`src/hw/rtl/swm_pkg.sv`:
```
// shared types and constants for the sliding window maximum unit
// no dependencies
`default_nettype none

package swm_pkg;

    localparam int CFG_W = 7;
    localparam logic [CFG_W-1:0] CFG_RESET = CFG_W'(3);

    typedef enum logic [1:0] {
        ST_IDLE,
        ST_FRONT,
        ST_BACK,
        ST_OUT
    } t_swm_state;

    typedef struct packed {
        logic accept;
        logic drop_head;
        logic drop_tail;
        logic push;
        logic out_load;
    } t_swm_cmd;

    typedef struct packed {
        logic cnt_zero;
        logic front_old;
        logic back_le;
        logic filled;
        logic out_free;
    } t_swm_sts;

endpackage

`default_nettype wire

```
`src/hw/rtl/swm_smp_if.sv`:
```
// sample input channel: valid/ready with sample and start_req
// no dependencies
`default_nettype none

interface swm_smp_if #(
    parameter int SAMPLE_BITS = 16
);
    logic                          valid;
    logic                          ready;
    logic signed [SAMPLE_BITS-1:0] sample;
    logic                          start_req;

    modport source (output valid, output sample, output start_req, input ready);
    modport sink   (input valid, input sample, input start_req, output ready);
endinterface

`default_nettype wire

```
`src/hw/rtl/swm_res_if.sv`:
```
// result output channel: valid/ready with window_max
// no dependencies
`default_nettype none

interface swm_res_if #(
    parameter int SAMPLE_BITS = 16
);
    logic                          valid;
    logic                          ready;
    logic signed [SAMPLE_BITS-1:0] window_max;

    modport source (output valid, output window_max, input ready);
    modport sink   (input valid, input window_max, output ready);
endinterface

`default_nettype wire

```
`src/hw/rtl/swm_cfg_if.sv`:
```
// configuration write channel carrying the window_size register
// depends on swm_pkg
`default_nettype none

interface swm_cfg_if;
    logic                        valid;
    logic                        ready;
    logic [swm_pkg::CFG_W-1:0]   window_size;

    modport source (output valid, output window_size, input ready);
    modport sink   (input valid, input window_size, output ready);
endinterface

`default_nettype wire

```
`src/hw/rtl/swm_ctrl.sv`:
```
// sequencer for the sliding window maximum unit
// depends on swm_pkg; drives commands into swm_dp and reads its status
`default_nettype none

module swm_ctrl (
    input  wire logic              i_clk,
    input  wire logic              i_rst_n,
    input  wire logic              i_in_valid,
    input  wire swm_pkg::t_swm_sts i_sts,
    output logic                   o_in_ready,
    output swm_pkg::t_swm_cmd      o_cmd
);

    swm_pkg::t_swm_state r_state;
    swm_pkg::t_swm_state n_state;

    logic out_go;
    logic front_pop;
    logic back_pop;

    // result slot free, or nothing to deliver for this sample
    assign out_go    = !i_sts.filled || i_sts.out_free;
    assign front_pop = !i_sts.cnt_zero && i_sts.front_old;
    assign back_pop  = !i_sts.cnt_zero && i_sts.back_le;

    always_ff @(posedge i_clk) begin
        if (!i_rst_n) begin
            r_state <= swm_pkg::ST_IDLE;
        end else begin
            r_state <= n_state;
        end
    end

    always_comb begin
        n_state = r_state;
        case (r_state)
            swm_pkg::ST_IDLE: begin
                if (i_in_valid) begin
                    n_state = swm_pkg::ST_FRONT;
                end
            end
            swm_pkg::ST_FRONT: begin
                if (!front_pop) begin
                    n_state = swm_pkg::ST_BACK;
                end
            end
            swm_pkg::ST_BACK: begin
                if (!back_pop) begin
                    n_state = swm_pkg::ST_OUT;
                end
            end
            swm_pkg::ST_OUT: begin
                if (out_go) begin
                    n_state = i_in_valid ? swm_pkg::ST_FRONT : swm_pkg::ST_IDLE;
                end
            end
            default: begin
                n_state = swm_pkg::ST_IDLE;
            end
        endcase
    end

    always_comb begin
        o_in_ready = 1'b0;
        o_cmd      = '0;
        case (r_state)
            swm_pkg::ST_IDLE: begin
                o_in_ready   = 1'b1;
                o_cmd.accept = i_in_valid;
            end
            swm_pkg::ST_FRONT: begin
                o_cmd.drop_head = front_pop;
            end
            swm_pkg::ST_BACK: begin
                o_cmd.drop_tail = back_pop;
                o_cmd.push      = !back_pop;
            end
            swm_pkg::ST_OUT: begin
                // next sample overlaps with handing off this result
                o_in_ready     = out_go;
                o_cmd.accept   = out_go && i_in_valid;
                o_cmd.out_load = i_sts.filled && i_sts.out_free;
            end
            default: begin
                o_in_ready = 1'b0;
            end
        endcase
    end

endmodule

`default_nettype wire

```
`src/hw/rtl/swm_dp.sv`:
```
// datapath: candidate deque memory, pointers, position counter, result register
// depends on swm_pkg, swm_res_if, swm_cfg_if; commanded by swm_ctrl
`default_nettype none

module swm_dp #(
    parameter int WINDOW_MAX  = 64,
    parameter int SAMPLE_BITS = 16
) (
    input  wire logic                          i_clk,
    input  wire logic                          i_rst_n,
    input  wire logic signed [SAMPLE_BITS-1:0] i_sample,
    input  wire logic                          i_start_req,
    input  wire swm_pkg::t_swm_cmd             i_cmd,
    output swm_pkg::t_swm_sts                  o_sts,
    swm_res_if.source                          o_res,
    swm_cfg_if.sink                            i_cfg
);

    localparam int IDX_W   = $clog2(WINDOW_MAX);
    localparam int CNT_W   = $clog2(WINDOW_MAX + 1);
    localparam int POS_MOD = 2 * WINDOW_MAX;
    localparam int POS_W   = $clog2(POS_MOD);
    localparam int AGE_W   = POS_W + 1;
    localparam int SUM_W   = CNT_W + 1;
    localparam int CMP_W   = (CNT_W > swm_pkg::CFG_W) ? CNT_W : swm_pkg::CFG_W;
    localparam int ENT_W   = POS_W + SAMPLE_BITS;

    // wrap a pointer sum below 2*WINDOW_MAX back into the deque range
    function automatic logic [IDX_W-1:0] wrap_idx(input logic [SUM_W-1:0] s);
        if (s >= SUM_W'(WINDOW_MAX)) begin
            return IDX_W'(s - SUM_W'(WINDOW_MAX));
        end
        return IDX_W'(s);
    endfunction

    logic [ENT_W-1:0] mem [WINDOW_MAX];

    logic [swm_pkg::CFG_W-1:0]   r_window_size;
    logic [IDX_W-1:0]            r_head;
    logic [IDX_W-1:0]            n_head;
    logic [CNT_W-1:0]            r_count;
    logic [CNT_W-1:0]            n_count;
    logic [POS_W-1:0]            r_pos;
    logic [POS_W-1:0]            n_pos;
    logic                        r_filled;
    logic                        n_filled;
    logic                        r_fwd;
    logic                        n_fwd;
    logic signed [SAMPLE_BITS-1:0] r_sample;
    logic [ENT_W-1:0]            r_rd_a;
    logic [ENT_W-1:0]            r_rd_b;
    logic                        r_out_valid;
    logic signed [SAMPLE_BITS-1:0] r_out_data;

    logic [CMP_W-1:0]            cfg_ext;
    logic [CNT_W-1:0]            w_eff;
    logic [POS_W-1:0]            front_pos;
    logic [AGE_W-1:0]            age;
    logic [IDX_W-1:0]            head_inc;
    logic [IDX_W-1:0]            addr_a;
    logic [IDX_W-1:0]            addr_b;
    logic                        wr_en;
    logic [IDX_W-1:0]            wr_idx;

    // zero acts as one, oversize saturates
    assign cfg_ext = CMP_W'(r_window_size);
    assign w_eff   = (cfg_ext == '0) ? CNT_W'(1) :
                     (cfg_ext > CMP_W'(WINDOW_MAX)) ? CNT_W'(WINDOW_MAX) : CNT_W'(cfg_ext);

    // distance from the front entry to the current position, modulo POS_MOD
    assign front_pos = r_rd_a[ENT_W-1:SAMPLE_BITS];
    assign age = (r_pos >= front_pos) ?
                 ({1'b0, r_pos} - {1'b0, front_pos}) :
                 ({1'b0, r_pos} + AGE_W'(POS_MOD) - {1'b0, front_pos});

    assign head_inc = wrap_idx(SUM_W'(r_head) + SUM_W'(1));

    assign o_sts.cnt_zero  = (r_count == '0);
    assign o_sts.front_old = (age >= AGE_W'(w_eff));
    assign o_sts.back_le   = (r_sample >= $signed(r_rd_b[SAMPLE_BITS-1:0]));
    assign o_sts.filled    = r_filled;
    assign o_sts.out_free  = !r_out_valid || o_res.ready;

    always_comb begin
        n_head   = r_head;
        n_count  = r_count;
        n_pos    = r_pos;
        n_filled = r_filled;
        n_fwd    = r_fwd;
        wr_en    = 1'b0;
        wr_idx   = r_head;
        if (i_cmd.accept && i_start_req) begin
            n_head   = '0;
            n_count  = '0;
            n_pos    = '0;
            n_filled = 1'b0;
        end
        if (i_cmd.drop_head) begin
            n_head  = head_inc;
            n_count = r_count - CNT_W'(1);
        end
        if (i_cmd.drop_tail) begin
            n_count = r_count - CNT_W'(1);
        end
        if (i_cmd.push) begin
            wr_en = 1'b1;
            n_fwd = (r_count == '0);
            if (r_count == CNT_W'(WINDOW_MAX)) begin
                // full deque: the oldest slot is reused for the new entry
                n_head = head_inc;
                wr_idx = r_head;
            end else begin
                wr_idx  = wrap_idx(SUM_W'(r_head) + SUM_W'(r_count));
                n_count = r_count + CNT_W'(1);
            end
            if ({1'b0, r_pos} + AGE_W'(1) >= AGE_W'(w_eff)) begin
                n_filled = 1'b1;
            end
            n_pos = (r_pos == POS_W'(POS_MOD - 1)) ? '0 : r_pos + POS_W'(1);
        end
    end

    // read ports follow the next pointers so data is ready in the following cycle
    assign addr_a = n_head;
    assign addr_b = (n_count == '0) ? n_head :
                    wrap_idx(SUM_W'(n_head) + SUM_W'(n_count) - SUM_W'(1));

    always_ff @(posedge i_clk) begin
        if (wr_en) begin
            mem[wr_idx] <= {r_pos, r_sample};
        end
        r_rd_a <= mem[addr_a];
        r_rd_b <= mem[addr_b];
    end

    always_ff @(posedge i_clk) begin
        if (!i_rst_n) begin
            r_window_size <= swm_pkg::CFG_RESET;
            r_head        <= '0;
            r_count       <= '0;
            r_pos         <= '0;
            r_filled      <= 1'b0;
            r_out_valid   <= 1'b0;
        end else begin
            if (i_cfg.valid) begin
                r_window_size <= i_cfg.window_size;
            end
            r_head   <= n_head;
            r_count  <= n_count;
            r_pos    <= n_pos;
            r_filled <= n_filled;
            if (i_cmd.out_load) begin
                r_out_valid <= 1'b1;
            end else if (o_res.ready) begin
                r_out_valid <= 1'b0;
            end
        end
    end

    always_ff @(posedge i_clk) begin
        r_fwd <= n_fwd;
        if (i_cmd.accept) begin
            r_sample <= i_sample;
        end
        if (i_cmd.out_load) begin
            // a lone entry was written this sample, take it from the sample register
            r_out_data <= r_fwd ? r_sample : $signed(r_rd_a[SAMPLE_BITS-1:0]);
        end
    end

    assign i_cfg.ready      = 1'b1;
    assign o_res.valid      = r_out_valid;
    assign o_res.window_max = r_out_data;

endmodule

`default_nettype wire

```
`src/hw/rtl/sliding_window_maximum_unit.sv`:
```
// sliding window maximum unit, top level
// depends on swm_pkg, swm_smp_if, swm_res_if, swm_cfg_if, swm_ctrl, swm_dp
//
// i_smp carries one sample per beat with start_req; start_req high clears the
// window and makes that sample the first of a new sequence. o_res carries one
// window_max beat per sample once window_size samples of the sequence are in;
// earlier samples give no result. i_cfg writes window_size (zero acts as one,
// values above WINDOW_MAX saturate) and is always ready; write it only while
// the unit is idle, and a change applies from the next sample on.
// A sample passes through the front, back and out states; it stays in the front
// or back state while it drops a candidate from that end of the deque, and each
// candidate is dropped at most once. The deque walk drops one candidate a cycle
// through the registered read ports of the candidate memory. The result is
// registered and is loaded in the out state once the result slot is free. A
// waiting result does not block the next sample, but that sample's own result
// holds the unit until the receiver takes the last.
// Synchronous active-low reset empties the deque, sets window_size to 3 and
// drops any pending result; the candidate memory needs no clearing.
`default_nettype none

module sliding_window_maximum_unit #(
    parameter int WINDOW_MAX  = 64,
    parameter int SAMPLE_BITS = 16
) (
    input  wire logic  i_clk,
    input  wire logic  i_rst_n,
    swm_smp_if.sink    i_smp,
    swm_res_if.source  o_res,
    swm_cfg_if.sink    i_cfg
);

    swm_pkg::t_swm_cmd cmd;
    swm_pkg::t_swm_sts sts;
    logic              in_ready;

    swm_ctrl u_ctrl (
        .i_clk      (i_clk),
        .i_rst_n    (i_rst_n),
        .i_in_valid (i_smp.valid),
        .i_sts      (sts),
        .o_in_ready (in_ready),
        .o_cmd      (cmd)
    );

    swm_dp #(
        .WINDOW_MAX  (WINDOW_MAX),
        .SAMPLE_BITS (SAMPLE_BITS)
    ) u_dp (
        .i_clk       (i_clk),
        .i_rst_n     (i_rst_n),
        .i_sample    (i_smp.sample),
        .i_start_req (i_smp.start_req),
        .i_cmd       (cmd),
        .o_sts       (sts),
        .o_res       (o_res),
        .i_cfg       (i_cfg)
    );

    assign i_smp.ready = in_ready;

endmodule

`default_nettype wire

```
`src/flat_wrapper.sv`:
```
// flat-port wrapper written by rule: the top's interface ports become plain ports
module sliding_window_maximum_unit_flat 
#(
    parameter int WINDOW_MAX  = 64,
    parameter int SAMPLE_BITS = 16
)
  (i_clk, i_rst_n, i_smp_valid, i_smp_sample, i_smp_start_req, i_smp_ready, o_res_valid, o_res_window_max, o_res_ready, i_cfg_valid, i_cfg_window_size, i_cfg_ready);
  swm_smp_if #(.SAMPLE_BITS(SAMPLE_BITS)) i_smp_i ();
  swm_res_if #(.SAMPLE_BITS(SAMPLE_BITS)) o_res_i ();
  swm_cfg_if i_cfg_i ();
  input  wire logic i_clk;
  input  wire logic i_rst_n;
  input wire logic [$bits(i_smp_i.valid)-1:0] i_smp_valid;
  input wire logic [$bits(i_smp_i.sample)-1:0] i_smp_sample;
  input wire logic [$bits(i_smp_i.start_req)-1:0] i_smp_start_req;
  output wire logic [$bits(i_smp_i.ready)-1:0] i_smp_ready;
  output wire logic [$bits(o_res_i.valid)-1:0] o_res_valid;
  output wire logic [$bits(o_res_i.window_max)-1:0] o_res_window_max;
  input wire logic [$bits(o_res_i.ready)-1:0] o_res_ready;
  input wire logic [$bits(i_cfg_i.valid)-1:0] i_cfg_valid;
  input wire logic [$bits(i_cfg_i.window_size)-1:0] i_cfg_window_size;
  output wire logic [$bits(i_cfg_i.ready)-1:0] i_cfg_ready;
  assign i_smp_i.valid = i_smp_valid;
  assign i_smp_i.sample = i_smp_sample;
  assign i_smp_i.start_req = i_smp_start_req;
  assign i_smp_ready = i_smp_i.ready;
  assign o_res_valid = o_res_i.valid;
  assign o_res_window_max = o_res_i.window_max;
  assign o_res_i.ready = o_res_ready;
  assign i_cfg_i.valid = i_cfg_valid;
  assign i_cfg_i.window_size = i_cfg_window_size;
  assign i_cfg_ready = i_cfg_i.ready;
  sliding_window_maximum_unit #(.WINDOW_MAX(WINDOW_MAX), .SAMPLE_BITS(SAMPLE_BITS)) u_core (.i_clk(i_clk), .i_rst_n(i_rst_n), .i_smp(i_smp_i), .o_res(o_res_i), .i_cfg(i_cfg_i));
endmodule
```
`config.mk`:
```
export PLATFORM = sky130hd
export DESIGN_NAME = sliding_window_maximum_unit_flat
export DESIGN_NICKNAME = d
export VERILOG_FILES = /design/src/hw/rtl/swm_pkg.sv /design/src/hw/rtl/swm_smp_if.sv /design/src/hw/rtl/swm_res_if.sv /design/src/hw/rtl/swm_cfg_if.sv /design/src/hw/rtl/swm_ctrl.sv /design/src/hw/rtl/swm_dp.sv /design/src/hw/rtl/sliding_window_maximum_unit.sv /design/src/flat_wrapper.sv
export SDC_FILE = /design/constraint.sdc
export NUM_CORES = 2
export LEC_CHECK = 0
export BUFFER_PORTS_ARGS = -buffer_cell sky130_fd_sc_hd__buf_2
export CAP_MARGIN = 20
export CORE_ASPECT_RATIO = 0.9
export CORE_MARGIN = 2
export CORE_UTILIZATION = 50
export CTS_CLUSTER_SIZE = 24
export DETAILED_ROUTE_END_ITERATION = 8
export PLACE_DENSITY = 0.65
export REMOVE_ABC_BUFFERS = 1
export SLEW_MARGIN = 0
export SYNTH_ARGS = -nofsm -noshare
export SYNTH_HDL_FRONTEND = slang
export SYNTH_HIERARCHICAL = 1
export SYNTH_SLANG_ARGS = --single-unit
```
`constraint.sdc`:
```
create_clock -name i_clk -period 8.53 [get_ports i_clk]
set_clock_uncertainty 0.1 [all_clocks]
set_input_delay 0.4265 -clock i_clk [delete_from_list [all_inputs] [get_ports i_clk]]
set_output_delay 0.4265 -clock i_clk [all_outputs]
set_load 0.005 [all_outputs]
```
======== Word level (Yosys, flattened, before mapping) ========
Memory sizes are Yosys's and may differ from the RTL's. A register that Yosys moved wholly into a read port is not among the register bits.
Cells that the tools add are included.
cells by class
  $add $sub $neg .......................... 14
  magnitude comparators ................... 8
  eq/ne operators ......................... 9
  muxes and demuxes ....................... 49
  reduce and logical (&&, ||, !) cells .... 18
operators by type and width
  operator                                                                count
  6-bit 2-to-1 mux                                                        13
  7-bit 2-to-1 mux                                                        10
  7-bit logical NOT                                                       3
  6-bit by 1-bit subtractor with 6-bit output (second input constant)     3
  6-bit by 7-bit adder with 8-bit output                                  2
  16-bit >= comparator                                                    1
  8-bit by 7-bit >= comparator with 1-bit output                          2
  8-bit by 7-bit >= comparator with 1-bit output (second input constant)  2
  1-bit 2-to-1 mux                                                        16
  16-bit 2-to-1 mux                                                       1
  7-bit by 1-bit adder with 7-bit output (second input constant)          2
  7-bit equality test (second input constant)                             2
  2-bit 2-to-1 mux                                                        5
  7-bit by 1-bit adder with 8-bit output (second input constant)          1
  7-bit by 8-bit adder with 8-bit output (second input constant)          1
  8-bit 2-to-1 mux                                                        1
  2-bit != test (second input constant)                                   4
  2-bit case mux with 4 select lines                                      1
  7-bit by 7-bit subtractor with 8-bit output                             1
  8-bit by 1-bit subtractor with 8-bit output (second input constant)     1
  8-bit by 7-bit subtractor with 8-bit output                             1
  6-bit by 1-bit adder with 7-bit output (second input constant)          1
  7-bit >= comparator                                                     1
  7-bit >= comparator (second input constant)                             1
  11 further kinds                                                        22
word-level totals
  output and inout bits ................... 19
  bits in writable memories ............... 1472
  memories kept ........................... 1
  word-level logic and storage cells ...... 109
  bits in registers ....................... 64
memories
  name             depth  bits a word  read ports  clocked after memory_dff  write ports  line          source
  u_core.u_dp.mem  64     23           2           2                         1            swm_dp.sv:36  logic [ENT_W-1:0] mem [WINDOW_MAX];

======== Longest topological paths before layout ========
  word-level depth ........................ 17
  depth in mapped cells ................... 39

======== By module ========
Netlist, hierarchy kept.
modules (own cells, without submodules)
  module    cells each  area an instance (um^2)  times used
  swm_dp    6479        72958.7                  1
  swm_ctrl  30          259.0                    1

======== Worst setup path after synthesis ========
No wires, ideal clock.
  path type ............................... register to register
  from .................................... register u_core.u_dp.r_pos[0]
  to ...................................... register u_core.u_dp.r_rd_b[10] (read register of u_core.u_dp.mem)
  clock period less this slack ............ 7.890 ns
  buffers on the path ..................... 6
  slack ................................... 0.640 ns
  data arrival time ....................... 7.687 ns
  setup time .............................. 0.103 ns
  cell stages (with the launch flop) ...... 37
  path through ............................ dfxtp_1 -> inv_1 -> ha_1 -> inv_1 -> fa_1 -> ha_1 -> a21oi_1 -> nor2b_1 -> o21ai_0 -> nand2b_1 -> a21oi_1 -> nor2b_1 -> o21ai_0 -> nand3b_1 -> and3_1 -> a41oi_1 -> buf_2 -> nor2_1 -> a31o_2 -> inv_1 -> clkbuf_1 -> clkbuf_1 -> clkbuf_1 -> clkbuf_1 -> ha_1 -> inv_1 -> fa_1 -> a21o_1 -> a21oi_1 -> xnor2_1 -> xnor2_1 -> xnor2_1 -> a21oi_1 -> clkbuf_1 -> a221o_1 -> a311oi_1 -> a2111oi_2
RTL lines
  item                    line           source
  from (decl)             swm_dp.sv:43   logic [POS_W-1:0] r_pos;
  from (signal assigned)  swm_dp.sv:150  r_pos <= n_pos;
  to (decl)               swm_dp.sv:51   logic [ENT_W-1:0] r_rd_b;

==> Implementation_results.wiki <==
{| class="wikitable"
! Metric !! Value
|-
| Share of synthesized registers carrying an async set or reset || 0%
|-
| Synth Area per Inst || between 10 and 15 sq um
|-
| Per-cell routed wire length || a little under 30 microns
|-
| Total gr overflow || 0
|-
| Number of iterations in the first detailed-routing pass || 7
|-
| Post-CTS resize count || 0
|-
| Commonest cells after routing, fill and taps aside || 1782 x sky130_fd_sc_hd__nand2_1, 1505 x sky130_fd_sc_hd__edfxtp_1, 758 x sky130_fd_sc_hd__nand3_1, 358 x sky130_fd_sc_hd__a311oi_1, 268 x sky130_fd_sc_hd__and3_1
|-
| Max Fanout on Critical Path || 19
|-
| Number of hold violations in the final report || 0
|-
| Detailed-route DRC error count || 0
|-
| Hold Worst Slack || approximately 55 ps
|-
| Quantity of hold-fixing buffers added after cts || 35
|-
| Number of sinks on the clock net || between 1500 and 2000
|-
| Count of filler cells inserted in the layout || around 12000
|-
| Post-synthesis sequential element count || between 1500 and 2000
|-
| Post-synth design cell area || roughly 73000 sq um
|-
| Clock tree from TritonCTS || yes
|-
| Initial antenna violation count || 3
|-
| Result of the run || completed
|-
| Share of post-route cells with drive strength above 1 || 10.05%
|-
| Main synth FF type || sky130_fd_sc_hd__edfxtp_1
|-
| Max Clock Freq || 124.1 MHz
|-
| Reg2Reg Launch Point || u_core/u_dp/r_sample[1]$_DFFE_PP_
|-
| Number of nets with antenna violations after routing || 0
|-
| Number of rows created at floorplan || 133
|-
| Type of element launching the critical path || flip-flop
|-
| Ys Warns || 6
|-
| H-tree depth reported by CTS || 4
|-
| Clock root buffer master || sky130_fd_sc_hd__clkbuf_16
|-
| Worst min path class || primary input to flip-flop
|-
| Global-route usage over all layers || 32.07%
|-
| Placed instance count || 8200
|-
| Maximum clock insertion buffer count || 3
|-
| Insertion delay to the later sink of the worst-skew pair || between 800 and 900 ps
|-
| Number of enable flip-flop cells after synthesis || approximately 1500
|-
| Sequential cell area fraction in the yosys report || between 60% and 70%
|-
| Final count of negative-setup-slack endpoints || 0
|-
| Area used by sequential logic in the layout || ~47000 sq um
|-
| Clock-pin slew of the registers on the worst-case setup and hold paths || roughly 60 ps
|-
| Max-slew headroom || 19.22%
|-
| Area added between synthesis and finish || 11.64%
|-
| Area taken by multi-input logic gates || approximately 25000 sq um
|-
| Starting Density || between 50% and 60%
|-
| IO Count || 48
|-
| Largest stage delay on the critical path || roughly 670 ps
|-
| WS Path Type || flip-flop to flip-flop
|-
| Number of global-route vias before repair || 52850
|-
| Worst path top cell family by delay || compound AO/OA/AOI/OAI gates
|-
| Worst path most repeated cell || sky130_fd_sc_hd__ha_1
|-
| Die Y || between 300 and 400 microns
|-
| Number of design-rule violations left by the first detailed-router iteration || roughly 9000
|-
| Max cap viols || 0
|-
| Detailed Place HPWL || about 140000 microns
|-
| Required time worst endpoint || 9090 ps
|-
| Cell at the slowest stage of the critical path || sky130_fd_sc_hd__a311oi_1
|-
| TritonCTS buffer count || 162
|-
| Worst path buffer plus inverter count || 4
|-
| Signal arrival time at the worst endpoint || around 8600 ps
|-
| Slew at the pin with the worst max-slew slack || ~1200 ps
|-
| Cells after Synth || around 6500
|-
| Post-CTS Setup Bufs || 0
|-
| Total detailed-routing wirelength || 246100 microns
|-
| Worst min-delay path startpoint || i_smp_valid
|-
| First-pass GRT wire length || approximately 360000 microns
|-
| Placer's final routability congestion estimate || around 0.93
|-
| Launch point of the critical path || u_core/u_dp/r_sample[1]$_DFFE_PP_
|-
| Time the final worst path needs with I/O delays and setup || 8060 ps
|-
| Die X || 407.4 microns
|-
| Leading cell type in the layout, fill and taps excluded || sky130_fd_sc_hd__nand2_1
|-
| Die outline area || about 150000 sq um
|-
| Via count normalized by instance count || 6.596
|-
| Final worst-path cycle share || approximately 94%
|-
| Count of cell types in the netlist || a little over 80
|-
| Number of port buffers || 46
|-
| Fin. max-slew vios || 0
|-
| Unrepaired setup endpoints after global routing || no
|-
| Floorplan core area || 145800 sq um
|-
| Element type at the critical path end || flip-flop
|-
| Final std cells w/o fill || between 8000 and 9000
|-
| Total number of nets in the final design || approximately 6500
|-
| Maximum number of pins on one net before global-route repair || 189
|-
| Via count || between 50000 and 60000
|}
[final timing paths]
path / end / slack (ps) / cells past startpoint
worst max-delay path: u_core/u_dp/r_rd_b[1]$_DFF_P_ / 470 / 26
worst min-delay path: u_core/u_ctrl/r_state[1]$_SDFFE_PN0P_ / 50 / 4
worst max register to register: u_core/u_dp/r_rd_b[1]$_DFF_P_ / 470 / 26
worst min register to register: u_core/u_ctrl/r_state[1]$_SDFFE_PN0P_ / 410 / 2
[cells in the mapped netlist, types with 13 or more instances]
cell                        count  area (sq um)
sky130_fd_sc_hd__nand2_1     1785          6700
sky130_fd_sc_hd__nor4_1        14         87.58
sky130_fd_sc_hd__o211ai_1      22         165.2
sky130_fd_sc_hd__o21ai_0       81         405.4
sky130_fd_sc_hd__buf_4         16         120.1
sky130_fd_sc_hd__mux2i_1      157          1572
sky130_fd_sc_hd__mux2_2        54         608.1
sky130_fd_sc_hd__buf_2         55         275.3
sky130_fd_sc_hd__a2111oi_2     15         225.2
sky130_fd_sc_hd__ha_1          60         750.7
sky130_fd_sc_hd__a32oi_1       34         297.8
sky130_fd_sc_hd__nor2b_1       13         81.33
sky130_fd_sc_hd__and3_1       268          1677
sky130_fd_sc_hd__dfxtp_1       70          1401
sky130_fd_sc_hd__nor3_1        32         160.2
sky130_fd_sc_hd__inv_1         52         195.2
sky130_fd_sc_hd__a21o_1        14         105.1
sky130_fd_sc_hd__buf_1         23         86.33
sky130_fd_sc_hd__a311oi_1     358          3136
sky130_fd_sc_hd__a31oi_1       43         269.0
sky130_fd_sc_hd__xnor2_1       17         148.9
sky130_fd_sc_hd__xor2_1        15         131.4
sky130_fd_sc_hd__o221ai_1      30         262.8
sky130_fd_sc_hd__a21oi_1      121         605.6
sky130_fd_sc_hd__nor2_1       163         611.8
sky130_fd_sc_hd__a211oi_1     169          1269
sky130_fd_sc_hd__edfxtp_1    1505         45190
sky130_fd_sc_hd__a221o_1       19         190.2
sky130_fd_sc_hd__nand3_1      758          3794
sky130_fd_sc_hd__a222oi_1      15         150.1
sky130_fd_sc_hd__clkbuf_1     421          1580
[worst reg2reg max path, delay by kind of cell, from the launching register on]
family                     cells  cell delay, ps
AOI/OAI and AO/OA             12            3900
xor gates and xnor gates       2             640
adders and majority gates      4            1250
buffers and inverters          4             740
DFF                            1             410
and+or+nand+nor                4             890
[logic make-up after synthesis]
| kind of cell | count (synthesis) | share of synthesized area [%] |
|---|---|---|
| other | 1 | 0.005122 |
| AOI/OAI and AO/OA | 965 | 10.22 |
| xor gates and xnor gates | 32 | 0.3828 |
| DFF | 1575 | 63.64 |
| adders and majority gates | 63 | 1.107 |
| buffers and inverters | 576 | 3.190 |
| and+or+nand+nor | 3085 | 18.46 |
| muxes | 212 | 2.992 |
[stage by stage]
step / TNS [ps] / util, % / area (sq um) / worst slack (ps)
after global routing: 0 / 56.07 / 81740 / 288.5
after CTS: 0 / 56.05 / 81710 / 732.2
after global placement: 0 / 52.30 / 76240 / 839.4
after floorplan: -2793190 / - / 71090 / -73050
final: 0 / 56.07 / 81740 / 469.7
after detailed placement: 0 / 52.30 / 76240 / 800.8
[layer usage]
layer | track usage [%] | vias to the layer above | share of wire (%)
met5 | 0 | - | 0.027
met4 | 16.17 | 4 | 5.5
met3 | 7.419 | 745 | 12
met2 | 47.75 | 3860 | 44
met1 | 44.20 | 27450 | 38
li1 | - | 24230 | -
[registers in the layout, indices dropped and copies added (netlist names)]
name,cells
u_core/u_dp/r_head,6
u_core/u_dp/r_rd_a,23
u_core/u_dp/r_filled,1
u_core/u_dp/r_fwd,1
u_core/u_dp/o_res.valid,1
u_core/u_dp/r_count,7
u_core/u_dp/cfg_ext,7
u_core/u_dp/o_res.window_max,16
u_core/u_dp/mem,1472
u_core/u_ctrl/r_state,2
u_core/u_dp/r_rd_b,16
u_core/u_dp/r_pos,7
u_core/u_dp/r_sample,16
[cell type report]
| cell class | count | area share [%] |
|---|---|---|
| flip-flops and latches | 1575 | 57.01 |
| multi-input cells | 4358 | 30.35 |
| diodes | 1 | 0.003061 |
| clock buffers | 214 | 5.259 |
| clock inverters | 83 | 1.004 |
| inverters | 55 | 0.2801 |
| repair buffers | 291 | 3.092 |
| well taps | 1957 | 2.996 |
Power is not shown: default switching activity piles up to over one toggle a cycle in this logic, so the estimate is an artifact.
